===== config.mk =====
export PLATFORM = sky130hd
export DESIGN_NAME = glyph_cursor_layout_wrap
export DESIGN_NICKNAME = d
export VERILOG_FILES = /design/src/design/gcl_pkg.sv /design/src/design/gcl_glyph_eval.sv /design/src/design/glyph_cursor_layout_wrap.sv
export SDC_FILE = /design/constraint.sdc
export NUM_CORES = 2
export LEC_CHECK = 0
export ABC_AREA = 1
export BUFFER_PORTS_ARGS = -buffer_cell sky130_fd_sc_hd__buf_2
export CAP_MARGIN = 30
export CORE_ASPECT_RATIO = 1.5
export CORE_MARGIN = 2
export CORE_UTILIZATION = 68
export CTS_CLUSTER_DIAMETER = 200
export DETAILED_ROUTE_END_ITERATION = 6
export PLACE_DENSITY = 0.89
export RECOVER_POWER = 25
export SLEW_MARGIN = 10
export SYNTH_ARGS = -nofsm -noshare
export SYNTH_HDL_FRONTEND = slang
export SYNTH_SLANG_ARGS = --single-unit

===== constraint.sdc =====
create_clock -name clk -period 24.3 [get_ports clk]
set_input_delay 1.215 -clock clk [delete_from_list [all_inputs] [get_ports clk]]
set_output_delay 1.215 -clock clk [all_outputs]
set_load 0.02 [all_outputs]

===== src/design/gcl_pkg.sv =====
package gcl_pkg;

    localparam int DEFAULT_COORD_WIDTH = 24;
    localparam int CFG_INDEX_WIDTH     = 3;
    localparam int CFG_DATA_WIDTH      = 24;
    localparam int IN_TDATA_WIDTH      = 56;
    localparam int OUT_TDATA_WIDTH     = 104;

    // Character codes.
    localparam logic [7:0] CODE_NEWLINE = 8'd10;
    localparam logic [7:0] CODE_HASH    = 8'd35;
    localparam logic [7:0] CODE_LOW     = 8'd32;
    localparam logic [7:0] CODE_HIGH    = 8'd127;

    // Reset values of the configuration registers.
    localparam logic [7:0]  LINE_HEIGHT_RESET = 8'd16;
    localparam logic [15:0] SCALE_RESET       = 16'd256;

    typedef enum logic [CFG_INDEX_WIDTH-1:0] {
        REG_LEFT_EDGE      = 3'd0,
        REG_RIGHT_EDGE     = 3'd1,
        REG_TOP_LINE_Y     = 3'd2,
        REG_BOTTOM_LIMIT_Y = 3'd3,
        REG_LINE_HEIGHT    = 3'd4,
        REG_X_SCALE        = 3'd5,
        REG_Y_SCALE        = 3'd6,
        REG_RIGHT_TO_LEFT  = 3'd7
    } cfg_index_t;

    // Signed fields are two's complement bit patterns.
    typedef struct packed {
        logic [23:0] left_edge;
        logic [23:0] right_edge;
        logic [23:0] top_line_y;
        logic [23:0] bottom_limit_y;
        logic [7:0]  line_height;
        logic [15:0] x_scale;
        logic [15:0] y_scale;
        logic        right_to_left;
    } cfg_t;

    typedef struct packed {
        logic [7:0] char_code;
        logic       glyph_found;
        logic [7:0] glyph_width;
        logic [7:0] glyph_height;
        logic [7:0] glyph_left;
        logic [8:0] glyph_top;
        logic [7:0] glyph_advance;
        logic       last_of_text;
    } item_t;

    typedef struct packed {
        logic        emit;
        logic [23:0] quad_x;
        logic [23:0] quad_y;
        logic [23:0] quad_w;
        logic [23:0] quad_h;
        logic [6:0]  drawn_code;
    } res_t;

endpackage


===== src/design/gcl_glyph_eval.sv =====
module gcl_glyph_eval #(
    parameter int COORD_WIDTH = gcl_pkg::DEFAULT_COORD_WIDTH
) (
    input  gcl_pkg::cfg_t                  cfg,
    input  gcl_pkg::item_t                 item,
    input  logic signed [COORD_WIDTH-1:0]  pen_x,
    input  logic signed [COORD_WIDTH-1:0]  pen_y,
    input  logic                           halted,
    output logic signed [COORD_WIDTH-1:0]  pen_x_next,
    output logic signed [COORD_WIDTH-1:0]  pen_y_next,
    output logic                           halted_next,
    output logic signed [COORD_WIDTH-1:0]  left_sat,
    output logic signed [COORD_WIDTH-1:0]  top_sat,
    output gcl_pkg::res_t                  res
);

    // Working width: wide enough for any pen or register value plus a step.
    localparam int XW = ((COORD_WIDTH > 24) ? COORD_WIDTH : 24) + 3;

    localparam logic signed [XW-1:0] PEN_MAX = {{(XW-COORD_WIDTH+1){1'b0}},
                                                {(COORD_WIDTH-1){1'b1}}};
    localparam logic signed [XW-1:0] PEN_MIN = {{(XW-COORD_WIDTH+1){1'b1}},
                                                {(COORD_WIDTH-1){1'b0}}};
    localparam logic signed [XW-1:0] OUT_MAX = {{(XW-23){1'b0}}, {23{1'b1}}};
    localparam logic signed [XW-1:0] OUT_MIN = {{(XW-23){1'b1}}, {23{1'b0}}};

    function automatic logic signed [COORD_WIDTH-1:0] sat_pen(logic signed [XW-1:0] v);
        logic signed [COORD_WIDTH-1:0] r;
        if (v > PEN_MAX)
            r = PEN_MAX[COORD_WIDTH-1:0];
        else if (v < PEN_MIN)
            r = PEN_MIN[COORD_WIDTH-1:0];
        else
            r = v[COORD_WIDTH-1:0];
        return r;
    endfunction

    function automatic logic [23:0] sat_out(logic signed [XW-1:0] v);
        logic [23:0] r;
        if (v > OUT_MAX)
            r = OUT_MAX[23:0];
        else if (v < OUT_MIN)
            r = OUT_MIN[23:0];
        else
            r = v[23:0];
        return r;
    endfunction

    logic signed [XW-1:0] pen_x_w, pen_y_w, left_w, right_w, top_w, bottom_w;
    logic signed [XW-1:0] step_y_w, adv_fixed_w, wrap_x_w, brk_y_w;
    logic signed [XW-1:0] base_x_w, base_y_w, adv_scaled_w, moved_x_w;
    logic signed [XW-1:0] bear_x_w, drop_y_w;
    logic signed [9:0]    drop_px;
    logic signed [COORD_WIDTH-1:0] brk_y;
    logic [23:0] adv_scaled;
    logic        brk_halt, is_newline, has_glyph, wrap, has_pixels, bad_code;

    always_comb
    begin
        pen_x_w     = {{(XW-COORD_WIDTH){pen_x[COORD_WIDTH-1]}}, pen_x};
        pen_y_w     = {{(XW-COORD_WIDTH){pen_y[COORD_WIDTH-1]}}, pen_y};
        left_w      = {{(XW-24){cfg.left_edge[23]}}, cfg.left_edge};
        right_w     = {{(XW-24){cfg.right_edge[23]}}, cfg.right_edge};
        top_w       = {{(XW-24){cfg.top_line_y[23]}}, cfg.top_line_y};
        bottom_w    = {{(XW-24){cfg.bottom_limit_y[23]}}, cfg.bottom_limit_y};
        left_sat    = sat_pen(left_w);
        top_sat     = sat_pen(top_w);

        // Line break: step down one line, stop if below the bottom limit.
        step_y_w    = {{(XW-16){1'b0}}, cfg.line_height, 8'h00};
        brk_y       = sat_pen(pen_y_w - step_y_w);
        brk_y_w     = {{(XW-COORD_WIDTH){brk_y[COORD_WIDTH-1]}}, brk_y};
        brk_halt    = brk_y_w < bottom_w;

        is_newline  = item.char_code == gcl_pkg::CODE_NEWLINE;
        has_glyph   = item.glyph_found && (item.glyph_advance != 8'd0);
        adv_fixed_w = {{(XW-16){1'b0}}, item.glyph_advance, 8'h00};
        wrap_x_w    = pen_x_w + adv_fixed_w;
        wrap        = wrap_x_w > right_w;
        has_pixels  = (item.glyph_width != 8'd0) && (item.glyph_height != 8'd0);

        base_x_w    = wrap ? {{(XW-COORD_WIDTH){left_sat[COORD_WIDTH-1]}}, left_sat}
                           : pen_x_w;
        base_y_w    = wrap ? brk_y_w : pen_y_w;

        adv_scaled   = 24'(item.glyph_advance * cfg.x_scale);
        adv_scaled_w = {{(XW-24){1'b0}}, adv_scaled};
        moved_x_w    = cfg.right_to_left ? base_x_w - adv_scaled_w
                                         : base_x_w + adv_scaled_w;

        bear_x_w    = {{(XW-16){item.glyph_left[7]}}, item.glyph_left, 8'h00};
        drop_px     = $signed({2'b00, item.glyph_height})
                    - $signed({item.glyph_top[8], item.glyph_top});
        drop_y_w    = {{(XW-18){drop_px[9]}}, drop_px, 8'h00};

        bad_code    = (item.char_code < gcl_pkg::CODE_LOW)
                   || (item.char_code > gcl_pkg::CODE_HIGH);

        res.quad_x     = sat_out(base_x_w + bear_x_w);
        res.quad_y     = sat_out(base_y_w - drop_y_w);
        res.quad_w     = 24'(item.glyph_width * cfg.x_scale);
        res.quad_h     = 24'(item.glyph_height * cfg.y_scale);
        res.drawn_code = bad_code ? gcl_pkg::CODE_HASH[6:0] : item.char_code[6:0];
        res.emit       = 1'b0;

        pen_x_next  = pen_x;
        pen_y_next  = pen_y;
        halted_next = halted;

        if (!halted)
        begin
            if (is_newline)
            begin
                pen_y_next = brk_y;
                if (brk_halt)
                    halted_next = 1'b1;
                else
                    pen_x_next = left_sat;
            end
            else if (has_glyph)
            begin
                if (wrap && brk_halt)
                begin
                    pen_y_next  = brk_y;
                    halted_next = 1'b1;
                end
                else
                begin
                    res.emit   = has_pixels;
                    pen_x_next = sat_pen(moved_x_w);
                    pen_y_next = base_y_w[COORD_WIDTH-1:0];
                end
            end
        end

        // The end of a string always puts the pen back at the start.
        if (item.last_of_text)
        begin
            pen_x_next  = left_sat;
            pen_y_next  = top_sat;
            halted_next = 1'b0;
        end
    end

endmodule


===== src/design/glyph_cursor_layout_wrap.sv =====
// Text layout with line wrap: one character per transfer in, one glyph quad out.
//
// The input stream (s_axis_*) carries a character byte and the metrics of its
// glyph, already looked up; tlast marks the final character of a string. The
// output stream (m_axis_*) carries one scaled quad for each found glyph with
// pixels and a nonzero advance, unless it wraps below the bottom limit or
// arrives while layout is stopped; no other character produces a transfer.
// The configuration port (cfg_we, cfg_index, cfg_data) writes one register per
// cycle and must be used only while the block is idle; the block itself does
// not enforce it. Writing left_edge or top_line_y sets a reload flag, and the
// pen reloads from the new value unless a character moves on while it is set.
// An input transfer waits in the input register, then passes through the pen
// logic (wrap compare, line step and scaled advance) into the output register.
// The block takes one character per cycle while the output is not stalled.
// When the receiver stalls with a quad waiting, items without output still
// pass; the next item with output waits in the input register and tready
// drops until the quad is taken.
// Reset clears both registers' valid flags, restores the register defaults and
// puts the pen at the origin with layout running.
module glyph_cursor_layout_wrap #(
    parameter int COORD_WIDTH = gcl_pkg::DEFAULT_COORD_WIDTH
) (
    input  logic                                   clk,
    input  logic                                   rst_n,
    // Configuration write port.
    input  logic                                   cfg_we,
    input  logic [gcl_pkg::CFG_INDEX_WIDTH-1:0]    cfg_index,
    input  logic [gcl_pkg::CFG_DATA_WIDTH-1:0]     cfg_data,
    // Input stream.
    input  logic                                   s_axis_tvalid,
    output logic                                   s_axis_tready,
    // tdata, from bit 0: char_code[7:0], glyph_found[8], glyph_width[16:9],
    // glyph_height[24:17], glyph_left[32:25], glyph_top[41:33],
    // glyph_advance[49:42], zero fill[55:50].
    input  logic [gcl_pkg::IN_TDATA_WIDTH-1:0]     s_axis_tdata,
    input  logic                                   s_axis_tlast,
    // Output stream.
    output logic                                   m_axis_tvalid,
    input  logic                                   m_axis_tready,
    // tdata, from bit 0: quad_x[23:0], quad_y[47:24], quad_w[71:48],
    // quad_h[95:72], drawn_code[102:96], zero fill[103].
    output logic [gcl_pkg::OUT_TDATA_WIDTH-1:0]    m_axis_tdata
);

    gcl_pkg::cfg_t  cfg_reg;
    gcl_pkg::item_t in_item_reg;
    gcl_pkg::item_t in_item;
    gcl_pkg::res_t  res;

    logic in_valid_reg;
    logic out_valid_reg;
    logic [gcl_pkg::OUT_TDATA_WIDTH-1:0] out_data_reg;

    logic signed [COORD_WIDTH-1:0] pen_x_reg, pen_y_reg;
    logic signed [COORD_WIDTH-1:0] pen_x_next, pen_y_next;
    logic signed [COORD_WIDTH-1:0] left_sat, top_sat;
    logic halted_reg, halted_next;
    logic reload_x_reg, reload_y_reg;

    logic in_xfer, fire;

    // The character in the input register moves on when its quad, if any,
    // has room in the output register.
    assign fire          = in_valid_reg && (!res.emit || !out_valid_reg || m_axis_tready);
    assign s_axis_tready = !in_valid_reg || fire;
    assign in_xfer       = s_axis_tvalid && s_axis_tready;
    assign m_axis_tvalid = out_valid_reg;
    assign m_axis_tdata  = out_data_reg;

    always_comb
    begin
        in_item.char_code     = s_axis_tdata[7:0];
        in_item.glyph_found   = s_axis_tdata[8];
        in_item.glyph_width   = s_axis_tdata[16:9];
        in_item.glyph_height  = s_axis_tdata[24:17];
        in_item.glyph_left    = s_axis_tdata[32:25];
        in_item.glyph_top     = s_axis_tdata[41:33];
        in_item.glyph_advance = s_axis_tdata[49:42];
        in_item.last_of_text  = s_axis_tlast;
    end

    gcl_glyph_eval #(
        .COORD_WIDTH (COORD_WIDTH)
    ) u_eval (
        .cfg         (cfg_reg),
        .item        (in_item_reg),
        .pen_x       (pen_x_reg),
        .pen_y       (pen_y_reg),
        .halted      (halted_reg),
        .pen_x_next  (pen_x_next),
        .pen_y_next  (pen_y_next),
        .halted_next (halted_next),
        .left_sat    (left_sat),
        .top_sat     (top_sat),
        .res         (res)
    );

    // Control state, configuration and the pen cursor.
    always_ff @(posedge clk or negedge rst_n)
    begin
        if (!rst_n)
        begin
            in_valid_reg           <= 1'b0;
            out_valid_reg          <= 1'b0;
            pen_x_reg              <= '0;
            pen_y_reg              <= '0;
            halted_reg             <= 1'b0;
            reload_x_reg           <= 1'b0;
            reload_y_reg           <= 1'b0;
            cfg_reg.left_edge      <= '0;
            cfg_reg.right_edge     <= '0;
            cfg_reg.top_line_y     <= '0;
            cfg_reg.bottom_limit_y <= '0;
            cfg_reg.line_height    <= gcl_pkg::LINE_HEIGHT_RESET;
            cfg_reg.x_scale        <= gcl_pkg::SCALE_RESET;
            cfg_reg.y_scale        <= gcl_pkg::SCALE_RESET;
            cfg_reg.right_to_left  <= 1'b0;
        end
        else
        begin
            if (in_xfer)
                in_valid_reg <= 1'b1;
            else if (fire)
                in_valid_reg <= 1'b0;

            if (fire && res.emit)
                out_valid_reg <= 1'b1;
            else if (m_axis_tready)
                out_valid_reg <= 1'b0;

            // A cursor register write sets a reload flag; while it is set, the pen reloads
            // from the new value in the configuration register unless a character fires.
            reload_x_reg <= cfg_we && (cfg_index == gcl_pkg::REG_LEFT_EDGE);
            reload_y_reg <= cfg_we && (cfg_index == gcl_pkg::REG_TOP_LINE_Y);

            if (fire)
            begin
                pen_x_reg  <= pen_x_next;
                pen_y_reg  <= pen_y_next;
                halted_reg <= halted_next;
            end
            else
            begin
                if (reload_x_reg)
                    pen_x_reg <= left_sat;
                if (reload_y_reg)
                    pen_y_reg <= top_sat;
            end

            if (cfg_we)
            begin
                unique case (gcl_pkg::cfg_index_t'(cfg_index))
                    gcl_pkg::REG_LEFT_EDGE:      cfg_reg.left_edge      <= cfg_data;
                    gcl_pkg::REG_RIGHT_EDGE:     cfg_reg.right_edge     <= cfg_data;
                    gcl_pkg::REG_TOP_LINE_Y:     cfg_reg.top_line_y     <= cfg_data;
                    gcl_pkg::REG_BOTTOM_LIMIT_Y: cfg_reg.bottom_limit_y <= cfg_data;
                    gcl_pkg::REG_LINE_HEIGHT:    cfg_reg.line_height    <= cfg_data[7:0];
                    gcl_pkg::REG_X_SCALE:        cfg_reg.x_scale        <= cfg_data[15:0];
                    gcl_pkg::REG_Y_SCALE:        cfg_reg.y_scale        <= cfg_data[15:0];
                    gcl_pkg::REG_RIGHT_TO_LEFT:  cfg_reg.right_to_left  <= cfg_data[0];
                endcase
            end
        end
    end

    // Payload registers.
    always_ff @(posedge clk)
    begin
        if (in_xfer)
            in_item_reg <= in_item;
        if (fire && res.emit)
            out_data_reg <= {1'b0, res.drawn_code, res.quad_h, res.quad_w,
                             res.quad_y, res.quad_x};
    end

endmodule

### Word-level counts from Yosys, hierarchy flattened

Cells that the tools add are included.
Widths: inputs -> output; s select.

* flip-flop bits (word level): 344
* input bits: 89
* output and inout port bits: 106
* word-level logic and storage cells: 140

* add/sub/neg operators: 7
* $mul: 3
* $lt $le $gt $ge: 16
* equal/unequal tests: 12
* multiplexer cells: 42
* reductions and logical operators: 33

Operator list (count)
* $mux 24: 25
* $gt 27x24->1 const B: 4
* $lt 27x24->1 const B: 4
* $mux 27: 3
* $mul 8x16->24: 3
* $gt 24x24->1 const B: 2
* $lt 24x24->1 const B: 2
* $add 27x16->27: 1
* $add 27x25->27: 1
* $sub 27x18->27: 1
* $sub 27x25->27: 1
* $add 24x17->25: 1
* $gt 25x24->1: 1
* $sub 24x17->25: 1
* $lt 24x24->1: 1
* $reduce_bool 8->1: 3
* $reduce_and 2->1: 8
* $mux 1: 14
* $eq 3x3->1 const B: 4
* $sub 9x9->10: 1
* $eq 8x4->1 const B: 1
* $gt 8x7->1 const B: 1
* $logic_and 1x1->1: 8
* $lt 8x6->1 const B: 1
* other kinds (12): 21

### Depth between registers and ports, before layout

* depth in word-level cells: 17
* mapped depth: 53
* gate-level depth less buffers: 50

### By module

Synthesis repeated with hierarchy kept, for this count alone.

* cells, all modules: 4541
* area, all modules: 34090.2 sq um

By module, submodules not included
* gcl_glyph_eval: times used 1, cells an instance 3467, area each 21581.9 sq um
* glyph_cursor_layout_wrap: times used 1, cells an instance 1074, area each 12508.2 sq um

### Worst setup path after synthesis

Ideal clock, no wire load.

* path kind: register to register
* from: reg in_item_reg[8] (netlist bit)
* to: reg pen_x_reg[22]
* library setup time: 0.118 ns
* arrival: 7.658 ns
* required time: 24.182 ns
* setup slack: 16.524 ns
* stages on the path, launching flop included: 46
* period minus slack after synthesis: 7.776 ns
* path through: edfxtp_1 -> clkbuf_1 -> clkbuf_1 -> nand2_1 -> fa_1 -> fa_1 -> inv_1 -> fa_1 -> inv_1 -> fa_1 -> inv_1 -> ha_1 -> nand2_1 -> nor2_1 -> nand2_1 -> o211ai_1 -> xor2_1 -> inv_1 -> [... 10 more ...] -> nor4_1 -> nand3_1 -> nand3_1 -> nand2_1 -> inv_1 -> nor2_1 -> or2_2 -> o21ai_1 -> buf_4 -> nand2_1 -> nand2_1 -> nand2_1 -> nand2_1 -> nand2_1 -> nand3_1 -> nand2_1 -> nand4_1 -> nand2_1

* word-level cells in the longest chain between the ends: 14

Ends and longest elaborated chain
* start: declaration: RTL line glyph_cursor_layout_wrap.sv:46 `gcl_pkg::item_t in_item_reg;`
* start signal: assignment: RTL line glyph_cursor_layout_wrap.sv:170 `in_item_reg <= in_item;`
* $add 24x17->25: RTL line gcl_glyph_eval.sv:78 `wrap_x_w = pen_x_w + adv_fixed_w;`
* $gt 25x24->1: RTL line gcl_glyph_eval.sv:79 `wrap = wrap_x_w > right_w;`
* $mux 27: RTL line gcl_glyph_eval.sv:82 `base_x_w = wrap ? {{(XW-COORD_WIDTH){left_sat[COORD_WIDTH-1]}}, left_sat}`
* $add 27x25->27 / $sub 27x25->27 (equally long branches): RTL line gcl_glyph_eval.sv:89, gcl_glyph_eval.sv:88
* $mux 27: RTL line gcl_glyph_eval.sv:88 `moved_x_w = cfg.right_to_left ? base_x_w - adv_scaled_w`
* $lt 27x24->1: RTL line gcl_glyph_eval.sv:31 `else if (v < PEN_MIN)`
* $mux 24: RTL line gcl_glyph_eval.sv:31
* $mux 24: RTL line gcl_glyph_eval.sv:29 `if (v > PEN_MAX)`
* $mux 24: RTL line gcl_glyph_eval.sv:122 `if (wrap && brk_halt)`
* $mux 24: RTL line gcl_glyph_eval.sv:120 `else if (has_glyph)`
* $mux 24: RTL line gcl_glyph_eval.sv:112 `if (is_newline)`
* $mux 24: RTL line gcl_glyph_eval.sv:110 `if (!halted)`
* $mux 24: RTL line gcl_glyph_eval.sv:137 `if (item.last_of_text)`
* $mux 24: RTL line glyph_cursor_layout_wrap.sv:136 `if (fire)`
* end signal: assignment: RTL line glyph_cursor_layout_wrap.sv:138 `pen_x_reg <= pen_x_next;`
* end signal: assignment: RTL line glyph_cursor_layout_wrap.sv:145 `pen_x_reg <= left_sat;`
* end: declaration: RTL line glyph_cursor_layout_wrap.sv:54 `logic signed [COORD_WIDTH-1:0] pen_x_reg, pen_y_reg;`

Parallel ways exist; a longest one is shown, timed or not. The select of a mux whose other input is x is not followed.
A chain may end at the register's enable or synchronous reset.

### Final worst setup path

* from: reg in_item_reg[8] (netlist bit)
* to: reg pen_x_reg[16]

The elaborated chain is that of the path after synthesis.

==> metrics.cfg <==
[outcome]
outcome=finished with violations
violations=design-rule violations, max-capacitance violations, max-slew violations

[hold_path]
hold_depth=2
holdPathEnd=cfg_reg[110]$_DFFE_PN0P_
hp-start=cfg_reg[110]$_DFFE_PN0P_
hold_path.class=reg -> reg

[setup_path]
reg2reg_depth=44
worst-path-max-fanout=23
worst-setup-path-type=reg -> reg
cp-start-kind=flip-flop
cpMaxStageDelayCell=edfxtp_1
critical-path-top-delay-family=simple AND/OR/NAND/NOR gates
worstPathBufferInverterCount=5
crit_path_end_kind=flip-flop
critPathMaxStageDelay_ns=0.95
path_common_cell=nand2_1
regToRegSetupSlack_ns=14.64
reg2reg_to=pen_x_reg[16]$_DFFE_PN0P_
r2r-start=in_item_reg[8]$_DFFE_PP_
arrival_ns=10.13
critical_path_required_ns=24.77

[final_layout]
syn_to_final_growth_pct=7.07
seqCellArea_um2=9380
layout_commonest_cell=nand2_1
multiInputGateArea_um2=19700
drive_gt1_frac=0.0706
mostFrequentLayoutCells=1357 x nand2_1, 760 x inv_1, 306 x o21ai_0, 263 x ha_1, 258 x fa_1
design_area_um2=35100
final_nets=4917
n_fill_cell=3539
largest_reg_flops=137

[floorplan]
start_util=0.688
io_pins=195
core_um2=47700
die_y_um=273
die-area_um2=50000
die_x_um=183
core.rowCount=98

[cts]
hold_buffers=0
htree_num_levels=2
cts_setup_buffers=0
clockRootBuffer=clkbuf_16
cts_tree=yes
clockBufferDepth=3
insertion_delay_ns=0.60
clkSinkCount=344
post_cts_resized=0
cts_buffers=37
path_clk_slew_ns=0.06

[grt]
antenna_found_initial=4
grt_pass1_wl_um=141000
overflow=0
grt_max_degree=110
first_global_vias=29500
grtUsageTotal=0.353

[sta]
setup_viol=0
hold_viol=0
holdWs_ns=0.486
min_period_ns=9.66
rsz0062_at_grt=no
slew_violations=159
finClkSkew_ns=0.0206
maxSlewHeadroom=-2.96
finalCritPeriodShare=0.398
setup_tns_ns=0
fmax_mhz=103
worstMarginPinSlew_ns=5.93

[place]
dp.final_hpwl_um=62700
gp_congestion=0.949
post_dp_cell_area_um2=33900
numPortBuffers=187

[run]
maxCapViolations=2

[logic_synthesis]
synth_flop_cell=dfrtp_1
synth_top_area_cell=fa_1
yosys_warnings=0
synth_edf_count=154
yosys_register_bits=344
synth-xor-area-share=0.0411
async_flop_share=0.552
synth_compound_area_frac=0.0867
synth_top_family_by_area=adder cells
synthMuxAreaShare=0.000305
netlist.area_leader.share=0.157
synthTopCellsByArea=fa_1 16%, nand2_1 16%, dfrtp_1 14%
yosys.area_share.simple=0.214
syn-mean-instance-area_um2=7.72
synth_nets=4858
synth-seq-area-share=0.286
yosysUniqueCellTypes=60
synth_adder_area_share=0.258
synthesis.area_um2=32800
synthCells=4248

[detailed_routing]
drt_pass1_iterations=7
top_layer=met4
route.detailed.drc=4
ant_nets=0
met2_length_um=43600
vias=28700
viasPerCell=5.80
dr_wl_met3_um=6170
wl_per_cell_um=17.4
wl_met1_um=29700
drt_iter0_drc=2301
wl_um=85800

-- metrics by stage --
step                std cells   util  worst slack (ns)
floorplan                4248      -             16.52
global placement         4865  0.710             15.06
detailed placement       4867  0.710             14.90
CTS                      4935  0.736             14.80
global route             4940  0.736             13.92
finish                   4942  0.736             14.64
-- worst min-delay path, cell delays in order (launching register included) --
cell and delay [ns]:
dfrtp_1 0.34, nand2_1 0.05, o21ai_0 0.06
-- worst max-delay path by stage --
stage	startpoint	endpoint	slack (ns)	cells past startpoint
final	in_item_reg[8]$_DFFE_PP_	pen_x_reg[16]$_DFFE_PN0P_	14.64	44
after global routing	in_item_reg[8]$_DFFE_PP_	pen_x_reg[16]$_DFFE_PN0P_	13.92	45
after CTS	in_item_reg[8]$_DFFE_PP_	pen_x_reg[16]$_DFFE_PN0P_	14.80	44
after detailed placement	in_item_reg[8]$_DFFE_PP_	pen_x_reg[18]$_DFFE_PN0P_	14.90	44
after global placement	in_item_reg[8]$_DFFE_PP_	pen_x_reg[18]$_DFFE_PN0P_	15.06	44
after floorplan	in_item_reg[8]$_DFFE_PP_	pen_x_reg[22]$_DFFE_PN0P_	16.52	45
-- synthesized netlist by cell type, types with 8 or more instances --
cell type and n:
a21o_1 10, inv_1 762, xnor2_1 54, buf_4 13, nand3_1 147, a21oi_1 158
dfrtp_1 187, nand2_1 1358, o21ai_1 8, nor4_1 10, nand4_1 51, ha_1 263
o21bai_1 12, nor2_1 104, xor2_1 100, nor3_1 24, o31ai_1 10, edfxtp_1 154
fa_1 258, o21ai_0 307, clkbuf_1 159, buf_2 10
-- logic make-up after synthesis --
group / Yosys count
fa+ha+maj: 521
simple gates: 1727
other cells: 1
flops: 344
mux: 1
compound gates: 535
xor+xnor: 154
buf+inv: 965
-- per-layer routing --
metal | GRT usage | up-vias
li1 | - | 13300
met1 | 0.381 | 13500
met2 | 0.627 | 1389
met3 | 0.0565 | 415
met4 | 0.257 | 0
met5 | 0 | -
-- cell type report --
class,instances,area share
Timing Repair Buffer,214,0.0327
Clock inverter,16,0.00485
Antenna cell,6,0.000428
Tap cell,600,0.0214
Multi-Input combinational cell,2939,0.561
Inverter,771,0.0825
Clock buffer,52,0.0303
Sequential cell,344,0.267
Power is left out: the tool's default activity adds up to more than one toggle a clock period on the data nets, which glitch-free logic cannot reach.
